$ cat src/rtl/tvfp_pkg.sv
// ----------------------------------------------------------------------------
// tvfp_pkg
// Shared types and constants for the tag=value field parser.
// ----------------------------------------------------------------------------
package tvfp_pkg;

  localparam int DEF_MAX_TAG_LEN    = 32;
  localparam int DEF_MAX_LEN_DIGITS = 8;

  // 8 decimal digits fit in 27 bits
  localparam int RAW_LEN_W = 27;

  localparam int APB_DATA_W = 32;
  localparam int APB_ADDR_W = 3;

  localparam logic [7:0] DELIM_RESET = 8'h01;
  localparam logic [7:0] CHAR_R      = 8'h52;
  localparam logic [7:0] CHAR_EQ     = 8'h3D;
  localparam logic [7:0] CHAR_0      = 8'h30;
  localparam logic [7:0] CHAR_9      = 8'h39;

  // register index, taken from paddr[2]
  localparam logic REG_DELIMITER = 1'b0;

  typedef enum logic [3:0] {
    ROLE_TAG     = 4'd0,
    ROLE_RMARK   = 4'd1,
    ROLE_EQUALS  = 4'd2,
    ROLE_TEXT    = 4'd3,
    ROLE_DIGIT   = 4'd4,
    ROLE_REPEAT  = 4'd5,
    ROLE_RAW     = 4'd6,
    ROLE_DELIM   = 4'd7,
    ROLE_IGNORED = 4'd8
  } role_t;

endpackage

$ cat src/rtl/tvfp_in_if.sv
// ----------------------------------------------------------------------------
// tvfp_in_if
// Message byte channel: one byte with its last flag per transaction.
// ----------------------------------------------------------------------------
interface tvfp_in_if;
  logic       valid;
  logic       ready;
  logic [7:0] in_byte;
  logic       in_last;

  modport source (output valid, output in_byte, output in_last, input ready);
  modport sink   (input valid, input in_byte, input in_last, output ready);
endinterface

$ cat src/rtl/tvfp_out_if.sv
// ----------------------------------------------------------------------------
// tvfp_out_if
// Result channel: the byte passed through with its role and flags.
// ----------------------------------------------------------------------------
interface tvfp_out_if;
  logic       valid;
  logic       ready;
  logic [7:0] out_byte;
  logic [3:0] role;
  logic       raw_field;
  logic       field_end;
  logic       error;
  logic       message_done;
  logic       tail_dropped;

  modport source (output valid, output out_byte, output role, output raw_field,
                  output field_end, output error, output message_done,
                  output tail_dropped, input ready);
  modport sink   (input valid, input out_byte, input role, input raw_field,
                  input field_end, input error, input message_done,
                  input tail_dropped, output ready);
endinterface

$ cat src/rtl/tag_value_field_parser.sv
// ----------------------------------------------------------------------------
// tag_value_field_parser
// Labels each byte of a tag=value message with its role in the field.
//
//   channel  direction  transfer               payload
//   msg      in         valid && ready         in_byte, in_last
//   res      out        valid && ready         out_byte, role, flags
//   apb      in         psel, penable, pwrite  delimiter register at 0x0
//
// one byte per cycle sustained while res.ready is high, result valid the cycle after accept
// the tag store read is issued ahead of the compare, so repeated tag bytes compare
// at full rate with no interlock
// synchronous reset clears the parse state; the tag store is not cleared
// msg.ready drops only when the output register is full and res.ready is low
// ----------------------------------------------------------------------------
module tag_value_field_parser #(
  parameter int MAX_TAG_LEN    = tvfp_pkg::DEF_MAX_TAG_LEN,
  parameter int MAX_LEN_DIGITS = tvfp_pkg::DEF_MAX_LEN_DIGITS
) (
  input  logic                            clk,
  input  logic                            rst,
  tvfp_in_if.sink                         msg,
  tvfp_out_if.source                      res,
  input  logic                            psel,
  input  logic                            penable,
  input  logic                            pwrite,
  input  logic [tvfp_pkg::APB_ADDR_W-1:0] paddr,
  input  logic [tvfp_pkg::APB_DATA_W-1:0] pwdata,
  output logic [tvfp_pkg::APB_DATA_W-1:0] prdata,
  output logic                            pready
);
  import tvfp_pkg::*;

  localparam int AW = $clog2(MAX_TAG_LEN);

  logic [7:0]    delimiter;
  logic          mem_we;
  logic [AW-1:0] mem_waddr;
  logic [7:0]    mem_wdata;
  logic [AW-1:0] mem_raddr;
  logic [7:0]    mem_rdata;

  tvfp_cfg u_cfg (
    .clk       (clk),
    .rst       (rst),
    .psel      (psel),
    .penable   (penable),
    .pwrite    (pwrite),
    .paddr     (paddr),
    .pwdata    (pwdata),
    .prdata    (prdata),
    .pready    (pready),
    .delimiter (delimiter)
  );

  tvfp_tag_mem #(
    .DEPTH (MAX_TAG_LEN)
  ) u_tag_mem (
    .clk   (clk),
    .we    (mem_we),
    .waddr (mem_waddr),
    .wdata (mem_wdata),
    .raddr (mem_raddr),
    .rdata (mem_rdata)
  );

  tvfp_core #(
    .MAX_TAG_LEN    (MAX_TAG_LEN),
    .MAX_LEN_DIGITS (MAX_LEN_DIGITS)
  ) u_core (
    .clk       (clk),
    .rst       (rst),
    .delimiter (delimiter),
    .msg       (msg),
    .res       (res),
    .mem_we    (mem_we),
    .mem_waddr (mem_waddr),
    .mem_wdata (mem_wdata),
    .mem_raddr (mem_raddr),
    .mem_rdata (mem_rdata)
  );

endmodule

$ cat src/rtl/tvfp_cfg.sv
// ----------------------------------------------------------------------------
// tvfp_cfg
// APB register slave holding the field delimiter byte.
// ----------------------------------------------------------------------------
module tvfp_cfg (
  input  logic                             clk,
  input  logic                             rst,
  input  logic                             psel,
  input  logic                             penable,
  input  logic                             pwrite,
  input  logic [tvfp_pkg::APB_ADDR_W-1:0]  paddr,
  input  logic [tvfp_pkg::APB_DATA_W-1:0]  pwdata,
  output logic [tvfp_pkg::APB_DATA_W-1:0]  prdata,
  output logic                             pready,
  output logic [7:0]                       delimiter
);
  import tvfp_pkg::*;

  logic wr_en;

  assign pready = 1'b1;
  assign wr_en  = psel && penable && pwrite && (paddr[2] == REG_DELIMITER);

  always_ff @(posedge clk) begin
    if (rst) begin
      delimiter <= DELIM_RESET;
    end else if (wr_en) begin
      delimiter <= pwdata[7:0];
    end
  end

  always_comb begin
    prdata = '0;
    if (paddr[2] == REG_DELIMITER) begin
      prdata = {{(APB_DATA_W-8){1'b0}}, delimiter};
    end
  end

endmodule

$ cat src/rtl/tvfp_tag_mem.sv
// ----------------------------------------------------------------------------
// tvfp_tag_mem
// Tag byte store: one write port, one read port with registered data.
// ----------------------------------------------------------------------------
module tvfp_tag_mem #(
  parameter int DEPTH = tvfp_pkg::DEF_MAX_TAG_LEN
) (
  input  logic                     clk,
  input  logic                     we,
  input  logic [$clog2(DEPTH)-1:0] waddr,
  input  logic [7:0]               wdata,
  input  logic [$clog2(DEPTH)-1:0] raddr,
  output logic [7:0]               rdata
);

  logic [7:0] mem [DEPTH];

  always_ff @(posedge clk) begin
    if (we) begin
      mem[waddr] <= wdata;
    end
    rdata <= mem[raddr];
  end

endmodule

$ cat src/rtl/tvfp_core.sv
// ----------------------------------------------------------------------------
// tvfp_core
// Per-byte parse state machine with output register. Reads the tag store
// ahead of each compare so the repeated tag byte is on hand when it arrives.
// ----------------------------------------------------------------------------
module tvfp_core #(
  parameter int MAX_TAG_LEN    = tvfp_pkg::DEF_MAX_TAG_LEN,
  parameter int MAX_LEN_DIGITS = tvfp_pkg::DEF_MAX_LEN_DIGITS
) (
  input  logic                           clk,
  input  logic                           rst,
  input  logic [7:0]                     delimiter,
  tvfp_in_if.sink                        msg,
  tvfp_out_if.source                     res,
  output logic                           mem_we,
  output logic [$clog2(MAX_TAG_LEN)-1:0] mem_waddr,
  output logic [7:0]                     mem_wdata,
  output logic [$clog2(MAX_TAG_LEN)-1:0] mem_raddr,
  input  logic [7:0]                     mem_rdata
);
  import tvfp_pkg::*;

  localparam int AW  = $clog2(MAX_TAG_LEN);
  localparam int TLW = $clog2(MAX_TAG_LEN + 1);
  localparam int DCW = $clog2(MAX_LEN_DIGITS + 1);

  typedef enum logic [2:0] {
    TAG_START,
    TEXT_TAG,
    RAW_TAG,
    TEXT_VALUE,
    LENGTH,
    REPEAT,
    RAW_VALUE,
    RAW_CLOSE
  } mode_t;

  mode_t                mode, mode_next;
  logic [TLW-1:0]       tag_length, tag_length_next;
  logic [TLW-1:0]       compare_index, compare_index_next;
  logic [DCW-1:0]       digit_count, digit_count_next;
  logic [RAW_LEN_W-1:0] raw_length, raw_length_next;
  logic [RAW_LEN_W-1:0] raw_remaining, raw_remaining_next;
  logic                 error_latched, error_latched_next;

  logic                 accept;
  logic [7:0]           b;
  logic                 is_delim;
  logic                 is_digit;
  logic                 tag_full;
  logic                 bad;
  logic                 dropped;
  role_t                role_c;
  logic                 raw_c;
  logic                 fend_c;
  logic [RAW_LEN_W-1:0] rem_dec;

  logic                 out_valid;
  logic [7:0]           out_byte_q;
  role_t                out_role_q;
  logic                 out_raw_q;
  logic                 out_fend_q;
  logic                 out_err_q;
  logic                 out_done_q;
  logic                 out_drop_q;

  assign msg.ready = !out_valid || res.ready;
  assign accept    = msg.valid && msg.ready;

  assign b        = msg.in_byte;
  assign is_delim = (b == delimiter);
  assign is_digit = (b >= CHAR_0) && (b <= CHAR_9);
  assign tag_full = (tag_length >= TLW'(MAX_TAG_LEN));

  assign mem_waddr = tag_length[AW-1:0];
  assign mem_wdata = b;

  always_comb begin
    mode_next          = mode;
    tag_length_next    = tag_length;
    compare_index_next = compare_index;
    digit_count_next   = digit_count;
    raw_length_next    = raw_length;
    raw_remaining_next = raw_remaining;
    error_latched_next = error_latched;
    role_c             = ROLE_IGNORED;
    raw_c              = 1'b0;
    fend_c             = 1'b0;
    bad                = 1'b0;
    dropped            = 1'b0;
    mem_we             = 1'b0;
    rem_dec            = raw_remaining;

    if (!error_latched) begin
      unique case (mode)
        TAG_START: begin
          priority if (b == CHAR_EQ) begin
            role_c    = ROLE_EQUALS;
            mode_next = TEXT_VALUE;
          end else if (is_delim) begin
            bad = 1'b1;
          end else if (b == CHAR_R) begin
            role_c          = ROLE_RMARK;
            raw_c           = 1'b1;
            tag_length_next = '0;
            mode_next       = RAW_TAG;
          end else begin
            role_c          = ROLE_TAG;
            tag_length_next = TLW'(1);
            mode_next       = TEXT_TAG;
          end
        end
        TEXT_TAG: begin
          priority if (b == CHAR_EQ) begin
            role_c    = ROLE_EQUALS;
            mode_next = TEXT_VALUE;
          end else if (is_delim || tag_full) begin
            bad = 1'b1;
          end else begin
            role_c          = ROLE_TAG;
            tag_length_next = tag_length + TLW'(1);
          end
        end
        RAW_TAG: begin
          raw_c = 1'b1;
          priority if (b == CHAR_EQ) begin
            role_c           = ROLE_EQUALS;
            digit_count_next = '0;
            raw_length_next  = '0;
            mode_next        = LENGTH;
          end else if (is_delim || tag_full) begin
            bad = 1'b1;
          end else begin
            role_c          = ROLE_TAG;
            mem_we          = accept;
            tag_length_next = tag_length + TLW'(1);
          end
        end
        TEXT_VALUE: begin
          if (is_delim) begin
            role_c    = ROLE_DELIM;
            fend_c    = 1'b1;
            mode_next = TAG_START;
          end else begin
            role_c = ROLE_TEXT;
          end
        end
        LENGTH: begin
          raw_c = 1'b1;
          priority if (is_delim) begin
            role_c             = ROLE_DELIM;
            raw_remaining_next = raw_length;
            compare_index_next = '0;
            mode_next          = REPEAT;
          end else if (digit_count >= DCW'(MAX_LEN_DIGITS) || !is_digit) begin
            bad = 1'b1;
          end else begin
            role_c           = ROLE_DIGIT;
            digit_count_next = digit_count + DCW'(1);
            // times ten as two shifted adds
            raw_length_next  = (raw_length << 3) + (raw_length << 1)
                             + RAW_LEN_W'(b[3:0]);
          end
        end
        REPEAT: begin
          raw_c = 1'b1;
          priority if (compare_index < tag_length) begin
            if (b == mem_rdata) begin
              role_c             = ROLE_REPEAT;
              compare_index_next = compare_index + TLW'(1);
            end else begin
              bad = 1'b1;
            end
          end else if (b == CHAR_EQ) begin
            role_c    = ROLE_EQUALS;
            mode_next = (raw_length == '0) ? RAW_CLOSE : RAW_VALUE;
          end else begin
            bad = 1'b1;
          end
        end
        RAW_VALUE: begin
          raw_c  = 1'b1;
          role_c = ROLE_RAW;
          if (raw_remaining != '0) begin
            rem_dec = raw_remaining - RAW_LEN_W'(1);
          end
          raw_remaining_next = rem_dec;
          if (rem_dec == '0) begin
            mode_next = RAW_CLOSE;
          end
        end
        RAW_CLOSE: begin
          raw_c = 1'b1;
          if (is_delim) begin
            role_c    = ROLE_DELIM;
            fend_c    = 1'b1;
            mode_next = TAG_START;
          end else begin
            bad = 1'b1;
          end
        end
      endcase

      priority if (bad) begin
        error_latched_next = 1'b1;
        role_c             = ROLE_IGNORED;
        raw_c              = 1'b0;
        fend_c             = 1'b0;
      end else if (msg.in_last) begin
        // a field cut off in its tag or text is dropped, one cut off elsewhere is an error
        if (mode_next == TEXT_TAG || mode_next == RAW_TAG || mode_next == TEXT_VALUE) begin
          dropped = 1'b1;
        end else if (mode_next != TAG_START) begin
          error_latched_next = 1'b1;
        end
      end else begin
      end
    end

    // results of this byte are captured above; end of message clears the parse
    if (msg.in_last) begin
      mode_next          = TAG_START;
      tag_length_next    = '0;
      compare_index_next = '0;
      digit_count_next   = '0;
      raw_length_next    = '0;
      raw_remaining_next = '0;
    end

    // keep the read one step ahead of the next compared byte
    mem_raddr = accept ? compare_index_next[AW-1:0] : compare_index[AW-1:0];
  end

  always_ff @(posedge clk) begin
    if (rst) begin
      mode          <= TAG_START;
      tag_length    <= '0;
      compare_index <= '0;
      digit_count   <= '0;
      raw_length    <= '0;
      raw_remaining <= '0;
      error_latched <= 1'b0;
      out_valid     <= 1'b0;
    end else begin
      if (accept) begin
        mode          <= mode_next;
        tag_length    <= tag_length_next;
        compare_index <= compare_index_next;
        digit_count   <= digit_count_next;
        raw_length    <= raw_length_next;
        raw_remaining <= raw_remaining_next;
        error_latched <= error_latched_next && !msg.in_last;
        out_valid     <= 1'b1;
        out_byte_q    <= b;
        out_role_q    <= role_c;
        out_raw_q     <= raw_c;
        out_fend_q    <= fend_c;
        out_err_q     <= error_latched_next;
        out_done_q    <= msg.in_last;
        out_drop_q    <= dropped && !error_latched_next;
      end else if (res.ready) begin
        out_valid <= 1'b0;
      end
    end
  end

  assign res.valid        = out_valid;
  assign res.out_byte     = out_byte_q;
  assign res.role         = out_role_q;
  assign res.raw_field    = out_raw_q;
  assign res.field_end    = out_fend_q;
  assign res.error        = out_err_q;
  assign res.message_done = out_done_q;
  assign res.tail_dropped = out_drop_q;

endmodule
$ cat src/flat_wrapper.sv
// flat-port wrapper written by rule: the top's interface ports become plain ports
module tag_value_field_parser_flat import tvfp_pkg::*;
#(
  parameter int MAX_TAG_LEN    = tvfp_pkg::DEF_MAX_TAG_LEN,
  parameter int MAX_LEN_DIGITS = tvfp_pkg::DEF_MAX_LEN_DIGITS
)
  (clk, rst, psel, penable, pwrite, paddr, pwdata, prdata, pready, msg_valid, msg_in_byte, msg_in_last, msg_ready, res_valid, res_out_byte, res_role, res_raw_field, res_field_end, res_error, res_message_done, res_tail_dropped, res_ready);
  tvfp_in_if msg_i ();
  tvfp_out_if res_i ();
  input  logic clk;
  input  logic rst;
  input  logic psel;
  input  logic penable;
  input  logic pwrite;
  input  logic [tvfp_pkg::APB_ADDR_W-1:0] paddr;
  input  logic [tvfp_pkg::APB_DATA_W-1:0] pwdata;
  output logic [tvfp_pkg::APB_DATA_W-1:0] prdata;
  output logic pready;
  input wire logic [$bits(msg_i.valid)-1:0] msg_valid;
  input wire logic [$bits(msg_i.in_byte)-1:0] msg_in_byte;
  input wire logic [$bits(msg_i.in_last)-1:0] msg_in_last;
  output wire logic [$bits(msg_i.ready)-1:0] msg_ready;
  output wire logic [$bits(res_i.valid)-1:0] res_valid;
  output wire logic [$bits(res_i.out_byte)-1:0] res_out_byte;
  output wire logic [$bits(res_i.role)-1:0] res_role;
  output wire logic [$bits(res_i.raw_field)-1:0] res_raw_field;
  output wire logic [$bits(res_i.field_end)-1:0] res_field_end;
  output wire logic [$bits(res_i.error)-1:0] res_error;
  output wire logic [$bits(res_i.message_done)-1:0] res_message_done;
  output wire logic [$bits(res_i.tail_dropped)-1:0] res_tail_dropped;
  input wire logic [$bits(res_i.ready)-1:0] res_ready;
  assign msg_i.valid = msg_valid;
  assign msg_i.in_byte = msg_in_byte;
  assign msg_i.in_last = msg_in_last;
  assign msg_ready = msg_i.ready;
  assign res_valid = res_i.valid;
  assign res_out_byte = res_i.out_byte;
  assign res_role = res_i.role;
  assign res_raw_field = res_i.raw_field;
  assign res_field_end = res_i.field_end;
  assign res_error = res_i.error;
  assign res_message_done = res_i.message_done;
  assign res_tail_dropped = res_i.tail_dropped;
  assign res_i.ready = res_ready;
  tag_value_field_parser #(.MAX_TAG_LEN(MAX_TAG_LEN), .MAX_LEN_DIGITS(MAX_LEN_DIGITS)) u_core (.clk(clk), .rst(rst), .msg(msg_i), .res(res_i), .psel(psel), .penable(penable), .pwrite(pwrite), .paddr(paddr), .pwdata(pwdata), .prdata(prdata), .pready(pready));
endmodule
$ cat config.mk
export PLATFORM = sky130hd
export DESIGN_NAME = tag_value_field_parser_flat
export DESIGN_NICKNAME = d
export VERILOG_FILES = /design/src/rtl/tvfp_pkg.sv /design/src/rtl/tvfp_in_if.sv /design/src/rtl/tvfp_out_if.sv /design/src/rtl/tag_value_field_parser.sv /design/src/rtl/tvfp_cfg.sv /design/src/rtl/tvfp_tag_mem.sv /design/src/rtl/tvfp_core.sv /design/src/flat_wrapper.sv
export SDC_FILE = /design/constraint.sdc
export NUM_CORES = 1
export LEC_CHECK = 0
export BUFFER_PORTS_ARGS = -buffer_cell sky130_fd_sc_hd__buf_2
export CELL_PAD_IN_SITES_DETAIL_PLACEMENT = 1
export CELL_PAD_IN_SITES_GLOBAL_PLACEMENT = 2
export CORE_MARGIN = 10
export CORE_UTILIZATION = 38
export DETAILED_ROUTE_END_ITERATION = 10
export GPL_ROUTABILITY_DRIVEN = 0
export PLACE_DENSITY_LB_ADDON = 0.08
export SLEW_MARGIN = 20
export SYNTH_ARGS = -nofsm -noshare
export SYNTH_HDL_FRONTEND = slang
export SYNTH_SLANG_ARGS = --single-unit
$ cat constraint.sdc
create_clock -name clk -period 3.5 [get_ports clk]
set_input_delay 0.875 -clock clk [delete_from_list [all_inputs] [get_ports clk]]
set_output_delay 0.875 -clock clk [all_outputs]
set_load 0.01 [all_outputs]
==> results.sh <==
export IMPL_status="complete, no violations"
export IMPL_drt_iter0_drc=1027
export IMPL_grt_pass1_wl_um=87800
export IMPL_nets=2001
export IMPL_drt_pass1_iter_count=5
export IMPL_clockPowerShare_pct=47.3
export IMPL_die_area_um2=56500
export IMPL_num_antenna_cells=0
export IMPL_hold_viol_final=0
export IMPL_wire_per_inst_um=22.9
export IMPL_slew_headroom_pct=38.9
export IMPL_wirelength_um=57800
export IMPL_path_cells="buf_2 > buf_4 > xnor2_2 > nand4_1 > or2_4 > buf_4 > nor3_4 > a2bb2oi_4 > buf_12 > buf_4 > mux2_2 > nor2_1 > a311oi_1 > a311oi_1 > buf_4 > nor3_1"
export IMPL_final_core_util_pct=48.6
export IMPL_worst_ep_arrival_time_ps=3920
export IMPL_die_h_um=238
export IMPL_end_kind="flop"
export IMPL_critPathTopFamily="buffers and inverters"
export IMPL_sequentialPowerShare_pct=48.9
export IMPL_rsz0062_at_grt="yes"
export IMPL_period_share_pct=98.5
export IMPL_ys_seq_elements=364
export IMPL_slew_viol_final=0
export IMPL_clock_sinks=364
export IMPL_synth_top_area_share_pct=45.5
export IMPL_antenna_left=0
export IMPL_ys_top_cells_by_area="edfxtp_1 (46%), dfxtp_1 (10%), ha_1 (4.3%)"
export IMPL_synthCells=1601
export IMPL_hold_buffers=0
export IMPL_overflow=0
export IMPL_cts_htree_levels=2
export IMPL_grt_max_degree=39
export IMPL_port_buffers=51
export IMPL_drv_cap=0
export IMPL_layout_common_cells="edfxtp_1 (273), buf_4 (255), nand2_1 (190)"
export IMPL_route_detailed_drc=0
export IMPL_synth_main_ff_cell="edfxtp_1"
export IMPL_placementRows=79
export IMPL_drive_gt1_share_pct=26.1
export IMPL_synth_edf_count=273
export IMPL_seq_area_frac_synth_pct=55.7
export IMPL_viasPerCell=5.41
export IMPL_swShare_pct=21.7
export IMPL_ioPinCount=103
export IMPL_cpMaxStageDelayCell="mux2_2"
export IMPL_die_w_um=238
export IMPL_critPathMaxStageDelay_ps=350
export IMPL_p_sw_mw=2.06
export IMPL_path_buf_inv=6
export IMPL_tritoncts="yes"
export IMPL_period_minus_slack_ps=3450
export IMPL_leakage_nw=8.88
export IMPL_cts_root_buffer="clkbuf_16"
export IMPL_start_kind="input port"
export IMPL_clock_path_buffers=3
export IMPL_finClkSkew_ps=13.7
export IMPL_ir_worst_vdd_uv=408
export IMPL_whs_ps=484
export IMPL_syn_to_final_growth_pct=25.9
export IMPL_start_util_pct=38.6
export IMPL_p_per_area_nw_per_um2=420
export IMPL_min_path_type="reg -> reg"
export IMPL_synthArstFlopShare_pct=0
export IMPL_cp_max_fo=7
export IMPL_p_int_mw=7.44
export IMPL_hpwl_um=40800
export IMPL_netlist_area_um2=18000
export IMPL_clk_latency_ps=570
export IMPL_total_power_mw=9.51
export IMPL_final_common_cell="edfxtp_1"
export IMPL_avgSynthCellArea_um2=11.2
export IMPL_route_vias_total=13668
export IMPL_yosysWarningCount=0
export IMPL_coreArea_um2=46700
export IMPL_clock_fmax_ghz=0.290
export IMPL_worstPathRequired_ps=3970
export IMPL_grt_antenna_before_repair=1
export IMPL_tns_ps=0
export IMPL_p_comb_share_pct=3.8
export IMPL_post_synth_top_area_cell="edfxtp_1"
export IMPL_clk_pin_slew_ps=60
export IMPL_worst_pin_slew_ps=908
export IMPL_setup_viol=0
export IMPL_crit_type="in -> reg"
export IMPL_crit_path_frequent_cell="buf_4"
export IMPL_grt_pass1_vias=14346
export IMPL_ys_types=80
export IMPL_cts_buffers=41
export IMPL_gr_usage_all_layers_pct=20.0
-- cell usage after synthesis, drive strengths merged (5+ instances only) --
library cell and number:
o21ai 49, a221o 6, xnor2 45, nand2b 8
o22ai 14, clkbuf 58, nor2b 17, mux2i 60
ha 62, and3 11, inv 26, or3 10
nor2 157, nand3 41, nor4 22, nor3b 7
a21oi 76, a311o 9, a21boi 10, a311oi 11
nor4b 8, buf 51, o211ai 7, a31o 10
or2 6, xor2 22, o31ai 6, nor3 35
a21o 14, mux2 36, a22oi 45, a211o 5
a31oi 5, a222oi 7, or4 7, nand2 191
nor4bb 6, a211oi 6, nand4 8, a32o 6
edfxtp 273, and2 13, dfxtp 91
-- per-stage QoR --
stage	instances	worst slack (ps)	area, um^2
after detailed placement	2433	-664	20800
after floorplan	1624	-12.4	18100
final	2526	51.9	22700
after CTS	2509	-41.7	22300
after global routing	2526	-45.9	22700
after global placement	2433	-639	20800
-- layer usage --
| layer | track usage, % | share of wire (%) | vias up |
|---|---|---|---|
| li1 | - | - | 6482 |
| met1 | 27.4 | 47 | 6927 |
| met4 | 5.05 | 1.7 | 0 |
| met3 | 2.44 | 3.4 | 49 |
| met5 | 0 | 0 | - |
| met2 | 33.0 | 48 | 210 |
-- worst paths after layout --
path	start	to	slack, ps	cells past startpoint
min	u_core.u_core.raw_length[26]	u_core.u_core.raw_length[26]	480	2
max reg2reg	u_core.u_core.tag_length[5]	u_core.u_tag_mem.rdata[6]	110	15
max	msg_in_byte[0]	u_core.u_tag_mem.rdata[6]	50	16
min reg2reg	u_core.u_core.raw_length[26]	u_core.u_core.raw_length[26]	480	2
-- power groups by stage --
stage	sequential (mW)	combinational, mW	clock, mW
floorplan	4.75	0.140	0
global placement	4.75	0.346	0
detailed placement	4.75	0.353	0
CTS	4.65	0.356	4.60
global route	4.65	0.392	4.77
finish	4.65	0.360	4.49
-- flip-flops by register name (all words and copies together), names as in the netlist, 3 cells and up --
register and cells:
u_core.u_core.res.role 4, u_core.u_cfg.delimiter 8, u_core.u_core.compare_index 6, u_core.u_tag_mem.mem 256, u_core.u_core.raw_length 27, u_core.u_core.digit_count 4, u_core.u_core.mode 3, u_core.u_core.raw_remaining 27
u_core.u_tag_mem.rdata 8, u_core.u_core.res.out_byte 8, u_core.u_core.tag_length 6
-- logic make-up (layout without fill, tap and decap cells) --
group / after synthesis / after routing / synth area share, %
multiplexers: 96 / 96 / 5.59
AO/OA/AOI/OAI: 309 / 309 / 12.0
flip-flops: 364 / 364 / 55.7
other: 2 / 25 / 0.0417
buffers and inverters: 135 / 430 / 3.62
AND/OR/NAND/NOR: 563 / 563 / 15.2
adder cells (fa/ha/maj): 65 / 65 / 4.59
XOR/XNOR: 67 / 67 / 3.26
-- area by class of cell --
| class | instances | area [um^2] |
|---|---|---|
| fill | 5007 | 24000 |
| sequential | 364 | 10000 |
| timing repair buffer | 328 | 2670 |
| tap | 607 | 759 |
| clock inverter | 12 | 193 |
| clock buffer | 64 | 1200 |
| inverter | 26 | 97.6 |
| multi-input combinational | 1125 | 7710 |
-- tightest hold or removal path: stages, from the launching register on --
cell and delay (ps):
dfxtp_1 320, nand2_1 50, o21ai_0 60
-- timing repair --
action / 4_1_cts / 5_1_grt
endpoints found under the setup margin: 10 / 17
gates cloned: 0 / 3
gates resized for setup: 18 / 46
setup buffers: 0 / 15
pin swaps: 2 / 35
endpoints found under the hold margin: 0 / 0
(Power assumes the default switching activity.)
